==> config.mk <==
export PLATFORM = sky130hd
export DESIGN_NAME = flv_stream_demux_parser_flat
export DESIGN_NICKNAME = d
export VERILOG_FILES = /design/src/rtl/core/fsdp_pkg.sv /design/src/rtl/core/fsdp_byte_if.sv /design/src/rtl/core/fsdp_payload_if.sv /design/src/rtl/core/flv_stream_demux_parser.sv /design/src/flat_wrapper.sv
export SDC_FILE = /design/constraint.sdc
export NUM_CORES = 1
export LEC_CHECK = 0
export BUFFER_PORTS_ARGS = -buffer_cell sky130_fd_sc_hd__buf_2
export CORE_MARGIN = 2
export CORE_UTILIZATION = 55
export DETAILED_ROUTE_END_ITERATION = 16
export PLACE_DENSITY_LB_ADDON = 0.15
export SYNTH_ARGS = -nofsm -noshare
export SYNTH_HDL_FRONTEND = slang
export SYNTH_SLANG_ARGS = --single-unit
==> constraint.sdc <==
create_clock -name clk -period 12.6 [get_ports clk]
set_input_delay 1.26 -clock clk [delete_from_list [all_inputs] [get_ports clk]]
set_output_delay 1.26 -clock clk [all_outputs]
set_load 0.02 [all_outputs]
==> src/rtl/core/fsdp_pkg.sv <==
// Package for the FLV stream demux parser: parse phases, payload kinds,
// container constants and the result record type. No dependencies.
package fsdp_pkg;

    typedef enum logic [2:0] {
        PH_SIG   = 3'd0,
        PH_HDR   = 3'd1,
        PH_EXT   = 3'd2,
        PH_TSIZE = 3'd3,
        PH_THDR  = 3'd4,
        PH_TDATA = 3'd5
    } phase_t;

    typedef enum logic [1:0] {
        KIND_AUDIO_CFG   = 2'd0,
        KIND_AUDIO_FRAME = 2'd1,
        KIND_VIDEO_CFG   = 2'd2,
        KIND_VIDEO_FRAME = 2'd3
    } kind_t;

    localparam logic [7:0]  SIG_F         = 8'h46;
    localparam logic [7:0]  SIG_L         = 8'h4C;
    localparam logic [7:0]  SIG_V         = 8'h56;
    localparam logic [1:0]  SIG_LEN       = 2'd3;
    localparam logic [31:0] FILE_HDR_LEN  = 32'd9;
    localparam logic [31:0] HDR_LEN_START = 32'd5;
    localparam logic [31:0] TSIZE_LEN     = 32'd4;
    localparam logic [31:0] THDR_LEN      = 32'd11;
    localparam logic [7:0]  TAG_AUDIO     = 8'd8;
    localparam logic [7:0]  TAG_VIDEO     = 8'd9;
    localparam logic [3:0]  FMT_AAC       = 4'd10;
    localparam logic [3:0]  CODEC_AVC     = 4'd7;
    localparam logic [7:0]  PKT_CONFIG    = 8'd0;
    localparam logic [7:0]  PKT_FRAME     = 8'd1;
    localparam logic [31:0] AUDIO_DATA_AT = 32'd2;
    localparam logic [31:0] VIDEO_DATA_AT = 32'd5;

    typedef struct packed {
        logic [7:0]  payload_byte;
        kind_t       payload_kind;
        logic [33:0] present_time;
        logic [31:0] decode_time;
        logic        first_of_packet;
        logic        last_of_packet;
    } result_t;

    function automatic logic [7:0] sig_char(input logic [1:0] idx);
        logic [7:0] c;
        case (idx)
            2'd0:    c = SIG_F;
            2'd1:    c = SIG_L;
            default: c = SIG_V;
        endcase
        return c;
    endfunction

endpackage

==> src/rtl/core/fsdp_byte_if.sv <==
// Input channel: one FLV container byte per transfer.
// Depends on nothing.
interface fsdp_byte_if;
    logic       valid;
    logic       ready;
    logic [7:0] stream_byte;

    modport source (output valid, output stream_byte, input ready);
    modport sink   (input valid, input stream_byte, output ready);
endinterface

==> src/rtl/core/fsdp_payload_if.sv <==
// Output channel: one elementary stream payload byte with timing per transfer.
// Depends on nothing.
interface fsdp_payload_if;
    logic        valid;
    logic        ready;
    logic [7:0]  payload_byte;
    logic [1:0]  payload_kind;
    logic [33:0] present_time;
    logic [31:0] decode_time;
    logic        first_of_packet;
    logic        last_of_packet;

    modport source (output valid, output payload_byte, output payload_kind,
                    output present_time, output decode_time,
                    output first_of_packet, output last_of_packet, input ready);
    modport sink   (input valid, input payload_byte, input payload_kind,
                    input present_time, input decode_time,
                    input first_of_packet, input last_of_packet, output ready);
endinterface

==> src/rtl/core/flv_stream_demux_parser.sv <==
// FLV stream demux parser top level: signature sync, header/tag parsing,
// AAC/AVC payload forwarding. Depends on fsdp_pkg, fsdp_byte_if, fsdp_payload_if.
//
//  channel   dir  width  contents
//  stream    in   8      stream_byte: FLV container byte
//  payload   out  78     payload_byte, payload_kind, present_time, decode_time,
//                        first_of_packet, last_of_packet
//
// One container byte per cycle while stream.ready is high; each result is registered.
// All parsing is done on the incoming byte against the field registers in the
// same cycle; the result lands in the output register or the skid buffer.
// A one-entry skid buffer behind the output register keeps input flowing for one
// more transfer when payload stalls; stream.ready drops only while it is full.
// rst_n is asynchronous; after reset the parser searches for the signature.
module flv_stream_demux_parser (
    input  logic                  clk,
    input  logic                  rst_n,
    fsdp_byte_if.sink             stream,
    fsdp_payload_if.source        payload
);

    fsdp_pkg::phase_t  phase_reg, phase_next;
    logic [1:0]        sync_reg, sync_next;
    logic [31:0]       cnt_reg, cnt_next;
    logic [31:0]       hdr_len_reg, hdr_len_next;
    logic [7:0]        tag_kind_reg, tag_kind_next;
    logic [23:0]       tag_len_reg, tag_len_next;
    logic [31:0]       tag_time_reg, tag_time_next;
    logic [7:0]        codec_reg, codec_next;
    logic [7:0]        subtype_reg, subtype_next;
    logic [23:0]       coff_reg, coff_next;

    fsdp_pkg::result_t out_reg, skid_reg, res;
    logic              out_valid_reg, out_valid_next;
    logic              skid_valid_reg, skid_valid_next;

    logic              accept, out_fire, emit;
    logic [7:0]        b;
    logic [31:0]       cnt_inc;
    logic [1:0]        sync_base, sync_step;
    logic [31:0]       hdr_shift;
    logic              pkt_ok;

    assign b        = stream.stream_byte;
    assign stream.ready = !skid_valid_reg;
    assign accept   = stream.valid && !skid_valid_reg;
    assign out_fire = out_valid_reg && payload.ready;
    assign cnt_inc  = cnt_reg + 32'd1;

    assign sync_base = (sync_reg == fsdp_pkg::SIG_LEN) ? 2'd0 : sync_reg;
    assign sync_step = (b == fsdp_pkg::sig_char(sync_base)) ? sync_base + 2'd1 :
                       ((b == fsdp_pkg::SIG_F) ? 2'd1 : 2'd0);
    assign hdr_shift = (cnt_reg >= fsdp_pkg::HDR_LEN_START) ?
                       {hdr_len_reg[23:0], b} : hdr_len_reg;
    assign pkt_ok    = (subtype_reg == fsdp_pkg::PKT_CONFIG) ||
                       (subtype_reg == fsdp_pkg::PKT_FRAME);

    always_comb
    begin : next_state
        phase_next    = phase_reg;
        sync_next     = sync_reg;
        cnt_next      = cnt_reg;
        hdr_len_next  = hdr_len_reg;
        tag_kind_next = tag_kind_reg;
        tag_len_next  = tag_len_reg;
        tag_time_next = tag_time_reg;
        codec_next    = codec_reg;
        subtype_next  = subtype_reg;
        coff_next     = coff_reg;
        if (accept)
        begin
            case (phase_reg)
                fsdp_pkg::PH_SIG:
                begin
                    sync_next = sync_step;
                    if (sync_step == fsdp_pkg::SIG_LEN)
                    begin
                        sync_next    = 2'd0;
                        phase_next   = fsdp_pkg::PH_HDR;
                        cnt_next     = 32'd3;
                        hdr_len_next = 32'd0;
                    end
                end
                fsdp_pkg::PH_HDR:
                begin
                    hdr_len_next = hdr_shift;
                    cnt_next     = cnt_inc;
                    if (cnt_inc >= fsdp_pkg::FILE_HDR_LEN)
                    begin
                        cnt_next   = 32'd0;
                        phase_next = (hdr_shift > fsdp_pkg::FILE_HDR_LEN) ?
                                     fsdp_pkg::PH_EXT : fsdp_pkg::PH_TSIZE;
                    end
                end
                fsdp_pkg::PH_EXT:
                begin
                    cnt_next = cnt_inc;
                    if (cnt_inc >= hdr_len_reg - fsdp_pkg::FILE_HDR_LEN)
                    begin
                        cnt_next   = 32'd0;
                        phase_next = fsdp_pkg::PH_TSIZE;
                    end
                end
                fsdp_pkg::PH_TSIZE:
                begin
                    cnt_next = cnt_inc;
                    if (cnt_inc >= fsdp_pkg::TSIZE_LEN)
                    begin
                        cnt_next   = 32'd0;
                        phase_next = fsdp_pkg::PH_THDR;
                    end
                end
                fsdp_pkg::PH_THDR:
                begin
                    case (cnt_reg[3:0])
                        4'd0:    tag_kind_next = b;
                        4'd1:    tag_len_next  = {b, 16'd0};
                        4'd2:    tag_len_next  = {tag_len_reg[23:16], b, tag_len_reg[7:0]};
                        4'd3:    tag_len_next  = {tag_len_reg[23:8], b};
                        4'd4:    tag_time_next = {8'd0, b, 16'd0};
                        4'd5:    tag_time_next = {tag_time_reg[31:16], b, tag_time_reg[7:0]};
                        4'd6:    tag_time_next = {tag_time_reg[31:8], b};
                        4'd7:    tag_time_next = {b, tag_time_reg[23:0]};
                        default: tag_time_next = tag_time_reg;
                    endcase
                    cnt_next = cnt_inc;
                    if (cnt_inc >= fsdp_pkg::THDR_LEN)
                    begin
                        cnt_next   = 32'd0;
                        phase_next = (tag_len_reg != 24'd0) ?
                                     fsdp_pkg::PH_TDATA : fsdp_pkg::PH_TSIZE;
                    end
                end
                fsdp_pkg::PH_TDATA:
                begin
                    if (cnt_reg == 32'd0)
                        codec_next = b;
                    else if (cnt_reg == 32'd1)
                        subtype_next = b;
                    else if (tag_kind_reg == fsdp_pkg::TAG_VIDEO)
                    begin
                        if (cnt_reg == 32'd2)
                            coff_next = {b, 16'd0};
                        else if (cnt_reg == 32'd3)
                            coff_next = {coff_reg[23:16], b, coff_reg[7:0]};
                        else if (cnt_reg == 32'd4)
                            coff_next = {coff_reg[23:8], b};
                    end
                    cnt_next = cnt_inc;
                    if (cnt_inc >= {8'd0, tag_len_reg})
                    begin
                        cnt_next   = 32'd0;
                        phase_next = fsdp_pkg::PH_TSIZE;
                    end
                end
                default:
                begin
                    phase_next = fsdp_pkg::PH_SIG;
                    sync_next  = 2'd0;
                    cnt_next   = 32'd0;
                end
            endcase
        end
    end

    always_comb
    begin : result_logic
        emit                = 1'b0;
        res.payload_byte    = b;
        res.payload_kind    = fsdp_pkg::KIND_AUDIO_CFG;
        res.present_time    = 34'd0;
        res.decode_time     = 32'd0;
        res.first_of_packet = 1'b0;
        res.last_of_packet  = (cnt_inc == {8'd0, tag_len_reg});
        if (accept && phase_reg == fsdp_pkg::PH_TDATA && pkt_ok)
        begin
            if (tag_kind_reg == fsdp_pkg::TAG_AUDIO && cnt_reg >= fsdp_pkg::AUDIO_DATA_AT
                && codec_reg[7:4] == fsdp_pkg::FMT_AAC)
            begin
                emit                = 1'b1;
                res.first_of_packet = (cnt_reg == fsdp_pkg::AUDIO_DATA_AT);
                if (subtype_reg == fsdp_pkg::PKT_FRAME)
                begin
                    res.payload_kind = fsdp_pkg::KIND_AUDIO_FRAME;
                    res.present_time = {2'd0, tag_time_reg};
                    res.decode_time  = tag_time_reg;
                end
            end
            else if (tag_kind_reg == fsdp_pkg::TAG_VIDEO && cnt_reg >= fsdp_pkg::VIDEO_DATA_AT
                     && codec_reg[3:0] == fsdp_pkg::CODEC_AVC)
            begin
                emit                = 1'b1;
                res.first_of_packet = (cnt_reg == fsdp_pkg::VIDEO_DATA_AT);
                res.payload_kind    = fsdp_pkg::KIND_VIDEO_CFG;
                if (subtype_reg == fsdp_pkg::PKT_FRAME)
                begin
                    res.payload_kind = fsdp_pkg::KIND_VIDEO_FRAME;
                    res.present_time = {2'd0, tag_time_reg} + {10'd0, coff_reg};
                    res.decode_time  = tag_time_reg;
                end
            end
        end
    end

    always_comb
    begin
        out_valid_next  = out_valid_reg;
        skid_valid_next = skid_valid_reg;
        if (skid_valid_reg)
        begin
            if (out_fire)
                skid_valid_next = 1'b0;
        end
        else if (emit)
        begin
            if (out_valid_reg && !out_fire)
                skid_valid_next = 1'b1;
            else
                out_valid_next = 1'b1;
        end
        else if (out_fire)
            out_valid_next = 1'b0;
    end

    always_ff @(posedge clk or negedge rst_n)
    begin
        if (!rst_n)
        begin
            phase_reg      <= fsdp_pkg::PH_SIG;
            sync_reg       <= 2'd0;
            cnt_reg        <= 32'd0;
            hdr_len_reg    <= 32'd0;
            tag_kind_reg   <= 8'd0;
            tag_len_reg    <= 24'd0;
            tag_time_reg   <= 32'd0;
            codec_reg      <= 8'd0;
            subtype_reg    <= 8'd0;
            coff_reg       <= 24'd0;
            out_valid_reg  <= 1'b0;
            skid_valid_reg <= 1'b0;
        end
        else
        begin
            phase_reg      <= phase_next;
            sync_reg       <= sync_next;
            cnt_reg        <= cnt_next;
            hdr_len_reg    <= hdr_len_next;
            tag_kind_reg   <= tag_kind_next;
            tag_len_reg    <= tag_len_next;
            tag_time_reg   <= tag_time_next;
            codec_reg      <= codec_next;
            subtype_reg    <= subtype_next;
            coff_reg       <= coff_next;
            out_valid_reg  <= out_valid_next;
            skid_valid_reg <= skid_valid_next;
        end
    end

    always_ff @(posedge clk)
    begin
        if (skid_valid_reg && out_fire)
            out_reg <= skid_reg;
        else if (!skid_valid_reg && emit && (!out_valid_reg || out_fire))
            out_reg <= res;
        if (!skid_valid_reg && emit && out_valid_reg && !out_fire)
            skid_reg <= res;
    end

    assign payload.valid           = out_valid_reg;
    assign payload.payload_byte    = out_reg.payload_byte;
    assign payload.payload_kind    = out_reg.payload_kind;
    assign payload.present_time    = out_reg.present_time;
    assign payload.decode_time     = out_reg.decode_time;
    assign payload.first_of_packet = out_reg.first_of_packet;
    assign payload.last_of_packet  = out_reg.last_of_packet;

    a_skid_behind_out: assert property (@(posedge clk) disable iff (!rst_n)
        skid_valid_reg |-> out_valid_reg)
        else $error("skid entry held without output entry");

    a_cfg_zero_time: assert property (@(posedge clk) disable iff (!rst_n)
        (payload.valid && (payload.payload_kind == fsdp_pkg::KIND_AUDIO_CFG ||
                           payload.payload_kind == fsdp_pkg::KIND_VIDEO_CFG))
        |-> (payload.present_time == 34'd0 && payload.decode_time == 32'd0))
        else $error("config payload carries a timestamp");

    a_pts_not_below_dts: assert property (@(posedge clk) disable iff (!rst_n)
        payload.valid |-> (payload.present_time >= {2'd0, payload.decode_time}))
        else $error("presentation time below decode time");

    a_emit_only_in_data: assert property (@(posedge clk) disable iff (!rst_n)
        emit |-> (phase_reg == fsdp_pkg::PH_TDATA && accept))
        else $error("result produced outside tag payload");

endmodule
==> src/flat_wrapper.sv <==
// flat-port wrapper written by rule: the top's interface ports become plain ports
module flv_stream_demux_parser_flat 
  (clk, rst_n, stream_valid, stream_stream_byte, stream_ready, payload_valid, payload_payload_byte, payload_payload_kind, payload_present_time, payload_decode_time, payload_first_of_packet, payload_last_of_packet, payload_ready);
  fsdp_byte_if stream_i ();
  fsdp_payload_if payload_i ();
  input  logic clk;
  input  logic rst_n;
  input wire logic [$bits(stream_i.valid)-1:0] stream_valid;
  input wire logic [$bits(stream_i.stream_byte)-1:0] stream_stream_byte;
  output wire logic [$bits(stream_i.ready)-1:0] stream_ready;
  output wire logic [$bits(payload_i.valid)-1:0] payload_valid;
  output wire logic [$bits(payload_i.payload_byte)-1:0] payload_payload_byte;
  output wire logic [$bits(payload_i.payload_kind)-1:0] payload_payload_kind;
  output wire logic [$bits(payload_i.present_time)-1:0] payload_present_time;
  output wire logic [$bits(payload_i.decode_time)-1:0] payload_decode_time;
  output wire logic [$bits(payload_i.first_of_packet)-1:0] payload_first_of_packet;
  output wire logic [$bits(payload_i.last_of_packet)-1:0] payload_last_of_packet;
  input wire logic [$bits(payload_i.ready)-1:0] payload_ready;
  assign stream_i.valid = stream_valid;
  assign stream_i.stream_byte = stream_stream_byte;
  assign stream_ready = stream_i.ready;
  assign payload_valid = payload_i.valid;
  assign payload_payload_byte = payload_i.payload_byte;
  assign payload_payload_kind = payload_i.payload_kind;
  assign payload_present_time = payload_i.present_time;
  assign payload_decode_time = payload_i.decode_time;
  assign payload_first_of_packet = payload_i.first_of_packet;
  assign payload_last_of_packet = payload_i.last_of_packet;
  assign payload_i.ready = payload_ready;
  flv_stream_demux_parser u_core (.clk(clk), .rst_n(rst_n), .stream(stream_i), .payload(payload_i));
endmodule
==> metrics.txt <==
Post-Synth XOR/XNOR Area under 10%; routed wire length about 44000 um; Setup violations, final 0; Slew @ Worst Pin 1020 ps; relative max-transition margin around a third; clk root buf clkbuf_16; Hold Path End u_core.coff_reg[2]$_DFFE_PN0P_; RR Startpoint u_core.cnt_reg[1]$_DFFE_PN0P_; Post-Syn Nets 1824; Crit-path slowest cell ha_1; CP Class flop to flop; total track usage 26.5%; total gr overflow 0; asr flop ratio synth ~53%; Final Hold Viols 0; number of synthesis warnings 0; Reg clk slew, reported paths about 60 ps; sequential share of the synthesized area about half; CP top delay family compound AO/OA/AOI/OAI gates; Die Y 184 um; outcome completed; Synth Area in Compound Gates between 15 and 20%; VDD IR-drop max around 0.00013 V; Final period util roughly 44%; Clock Latency Late Sink 530 ps; Synth Area in Adders between 6 and 7%; Clock Skew about 24 ps; # IOs between 90 and 100; CTS max path bufs 3; Mapped Cells around 1700; Crit Path Max Fanout 24; mean post-synth cell area between 10 and 15 um2; Post-DP HPWL about 31000 um; CTS tree yes; Inserted Clock Buffers 35; worst path buffer plus inverter count 1; DR iter-0 viols roughly 910; #FFs+latches synth roughly 330; CTS resizes 0; CP endpoint kind flop; Top FF cell, synth dfrtp_1; FP Rows 66; crit-path cells ha_1, nand4_1, nor4_1, and2_1, nand3_1, xnor2_1, ha_1, and4_1, a221oi_1, o311ai_0, a31oi_1, a211oi_1, o21bai_2, buf_4, nor2_4, a22o_1; final setup TNS 0 ps; Die ar. about 34000 um2; Detailed Routing Iterations Pass 1 5; most frequent CP cell ha_1; Max Cap Viol 0; share of cells above drive strength 1 13.4%; synthesized area approximately 18000 um2; core area about 32000 um2; diode count 0; hold buffer count at cts 0; placed insts 2156; FF-to-FF path depth 16; RePlAce Congestion 0.939; Netlist cell types 80; area grow syn2layout 10.5%; IO Port Bufs 90; main combinational cell family by area after synthesis simple AND/OR/NAND/NOR gates; initial antenna violation count 0; fin. max-slew vios 0; Die W around 180 um; hold_sp u_core.coff_reg[2]$_DFFE_PN0P_; Final ANT Viol Nets 0; max reg flops 77; Post-Synth Simple-Gate Area 16.4%; Fmax achieved between 150 and 200 MHz; overall power ~3.3 mW; WP data required ~13000 ps; initial cell density of the core 55.4%; largest net degree at the start of global routing 100; number of H-tree levels 2; final core utilization just over 60%; Post CTS Setup Buffer Count 0; min Tclk post-route around 5600 ps; reg2reg end u_core.cnt_reg[2]$_DFFE_PN0P_; CP Data Arrival Time 6000 ps; LEAKAGE around 8.7 nW; total number of vias 13400; RSZ-0062 raised after global routing no; number of cells on the worst hold path 2; CP startpoint kind flop; nets about 1900; CTS sink count approximately 330; Min-Delay Path Class flop to flop; Post-synth EDFFs between 150 and 200; Avg Vias per Cell 6.02; fin cells 2220; CP max stage delay 560 ps; mux share of post-synthesis cell area roughly 3.7%; DR WL/cell just under 20 um; Pwr per Cell Area about 170 nW/um2; residual DRC count 0; slack of the worst reg-to-reg path 7050 ps; number of global-route vias before repair 13100; global-route wire length before repair between 70000 and 80000 um
-- worst min-delay path: cells and delay by family (launching register included) --
family,cells,cell delay (ps)
AND/OR/NAND/NOR,2,100
flip-flops,1,350
-- synthesized netlist by cell type (7+ instances only) --
library cell,n,area (um2)
ha_1,89,1110
o211ai_1,12,90.1
nand3_1,49,245
inv_1,55,206
buf_2,8,40.0
nor2b_1,14,87.6
clkbuf_1,92,345
and2_1,9,56.3
and3_1,49,307
or3_1,12,75.1
mux2_2,57,642
nor2_1,89,334
o21bai_1,7,52.6
o21ai_0,111,556
edfxtp_1,154,4620
xor2_1,30,263
a21o_1,90,676
xnor2_1,53,464
nand4_1,30,188
nor3_1,27,135
a21oi_1,50,250
nor4_1,33,206
a31oi_1,13,81.3
and4_1,8,70.1
a22oi_1,14,105
nand2_1,216,811
nand2b_1,11,68.8
dfrtp_1,175,4380
a22o_1,43,377
or4_1,10,75.1
-- report_power, final --
part	total, mW	internal, mW	leakage, nW	switching, mW
registers	1.41	1.24	3.69	0.175
logic	0.845	0.327	4.38	0.518
clock network	1.07	0.639	0.588	0.433
total	3.33	2.20	8.66	1.12
-- worst max path at each step --
| stage | slack [ps] | startpoint | end | cells after the start |
|---|---|---|---|---|
| 3_3_place_gp | 7460 | u_core.cnt_reg[0]$_DFFE_PN0P_ | u_core.cnt_reg[2]$_DFFE_PN0P_ | 16 |
| 6_report | 7050 | u_core.cnt_reg[1]$_DFFE_PN0P_ | u_core.cnt_reg[2]$_DFFE_PN0P_ | 16 |
| 5_1_grt | 6660 | u_core.cnt_reg[0]$_DFFE_PN0P_ | u_core.cnt_reg[28]$_DFFE_PN0P_ | 16 |
| 4_1_cts | 7120 | u_core.cnt_reg[1]$_DFFE_PN0P_ | u_core.cnt_reg[28]$_DFFE_PN0P_ | 16 |
| 3_5_place_dp | 7170 | u_core.cnt_reg[0]$_DFFE_PN0P_ | u_core.cnt_reg[15]$_DFFE_PN0P_ | 16 |
| 2_1_floorplan | 6170 | stream_valid | u_core.payload.decode_time[0]$_DFFE_PP_ | 6 |
-- area by class of cell --
type | count | area [um2]
Inverter | 55 | 206
Timing Repair Buffer | 102 | 547
Sequential cell | 329 | 9000
Fill cell | 2678 | 12500
Clock inverter | 16 | 178
Multi-Input combinational cell | 1228 | 8260
Clock buffer | 48 | 1030
Tap cell | 442 | 553
-- through the flow --
step	cell area (um2)	setup slack (ps)	hold WS (ps)
2_1_floorplan	17900	6170	445
5_1_grt	19800	6660	513
6_report	19800	7050	482
3_3_place_gp	18600	7460	469
3_5_place_dp	18600	7170	470
4_1_cts	19800	7120	486
-- layout by cell type, fill, tap and decap left out, types with 8 or more instances in the layout --
cell and n:
a31oi_1 13, dfrtp_1 175, and4_1 8, a21o_1 90
and2_1 9, a22o_1 43, ha_1 89, nand3_1 49
clkbuf_16 37, or3_1 12, inv_1 55, nand2b_1 11
and3_1 48, o211ai_1 12, a22oi_1 14, buf_2 89
xor2_1 30, mux2_2 57, edfxtp_1 154, nand2_1 216
buf_4 12, o21ai_0 110, nor2_1 89, xnor2_1 53
nand4_1 30, nor3_1 27, or4_1 10, a21oi_1 50
nor4_1 33, nor2b_1 13
-- metal layers --
| metal | vias to the layer above | share of wire (%) | GRT usage [%] |
|---|---|---|---|
| met1 | 6500 | 44 | 35.5 |
| li1 | 6377 | - | - |
| met4 | 0 | 4.4 | 12.1 |
| met3 | 107 | 4.0 | 2.79 |
| met5 | - | 0 | 0 |
| met2 | 380 | 47 | 43.6 |
-- logic make-up after synthesis --
group | count (synthesis)
xor gates and xnor gates | 83
DFF | 329
and+or+nand+nor | 588
muxes | 59
buffers and inverters | 165
adders and majority gates | 90
other | 1
AOI/OAI and AO/OA | 407
No activity file was read; power rests on OpenSTA's default activity.
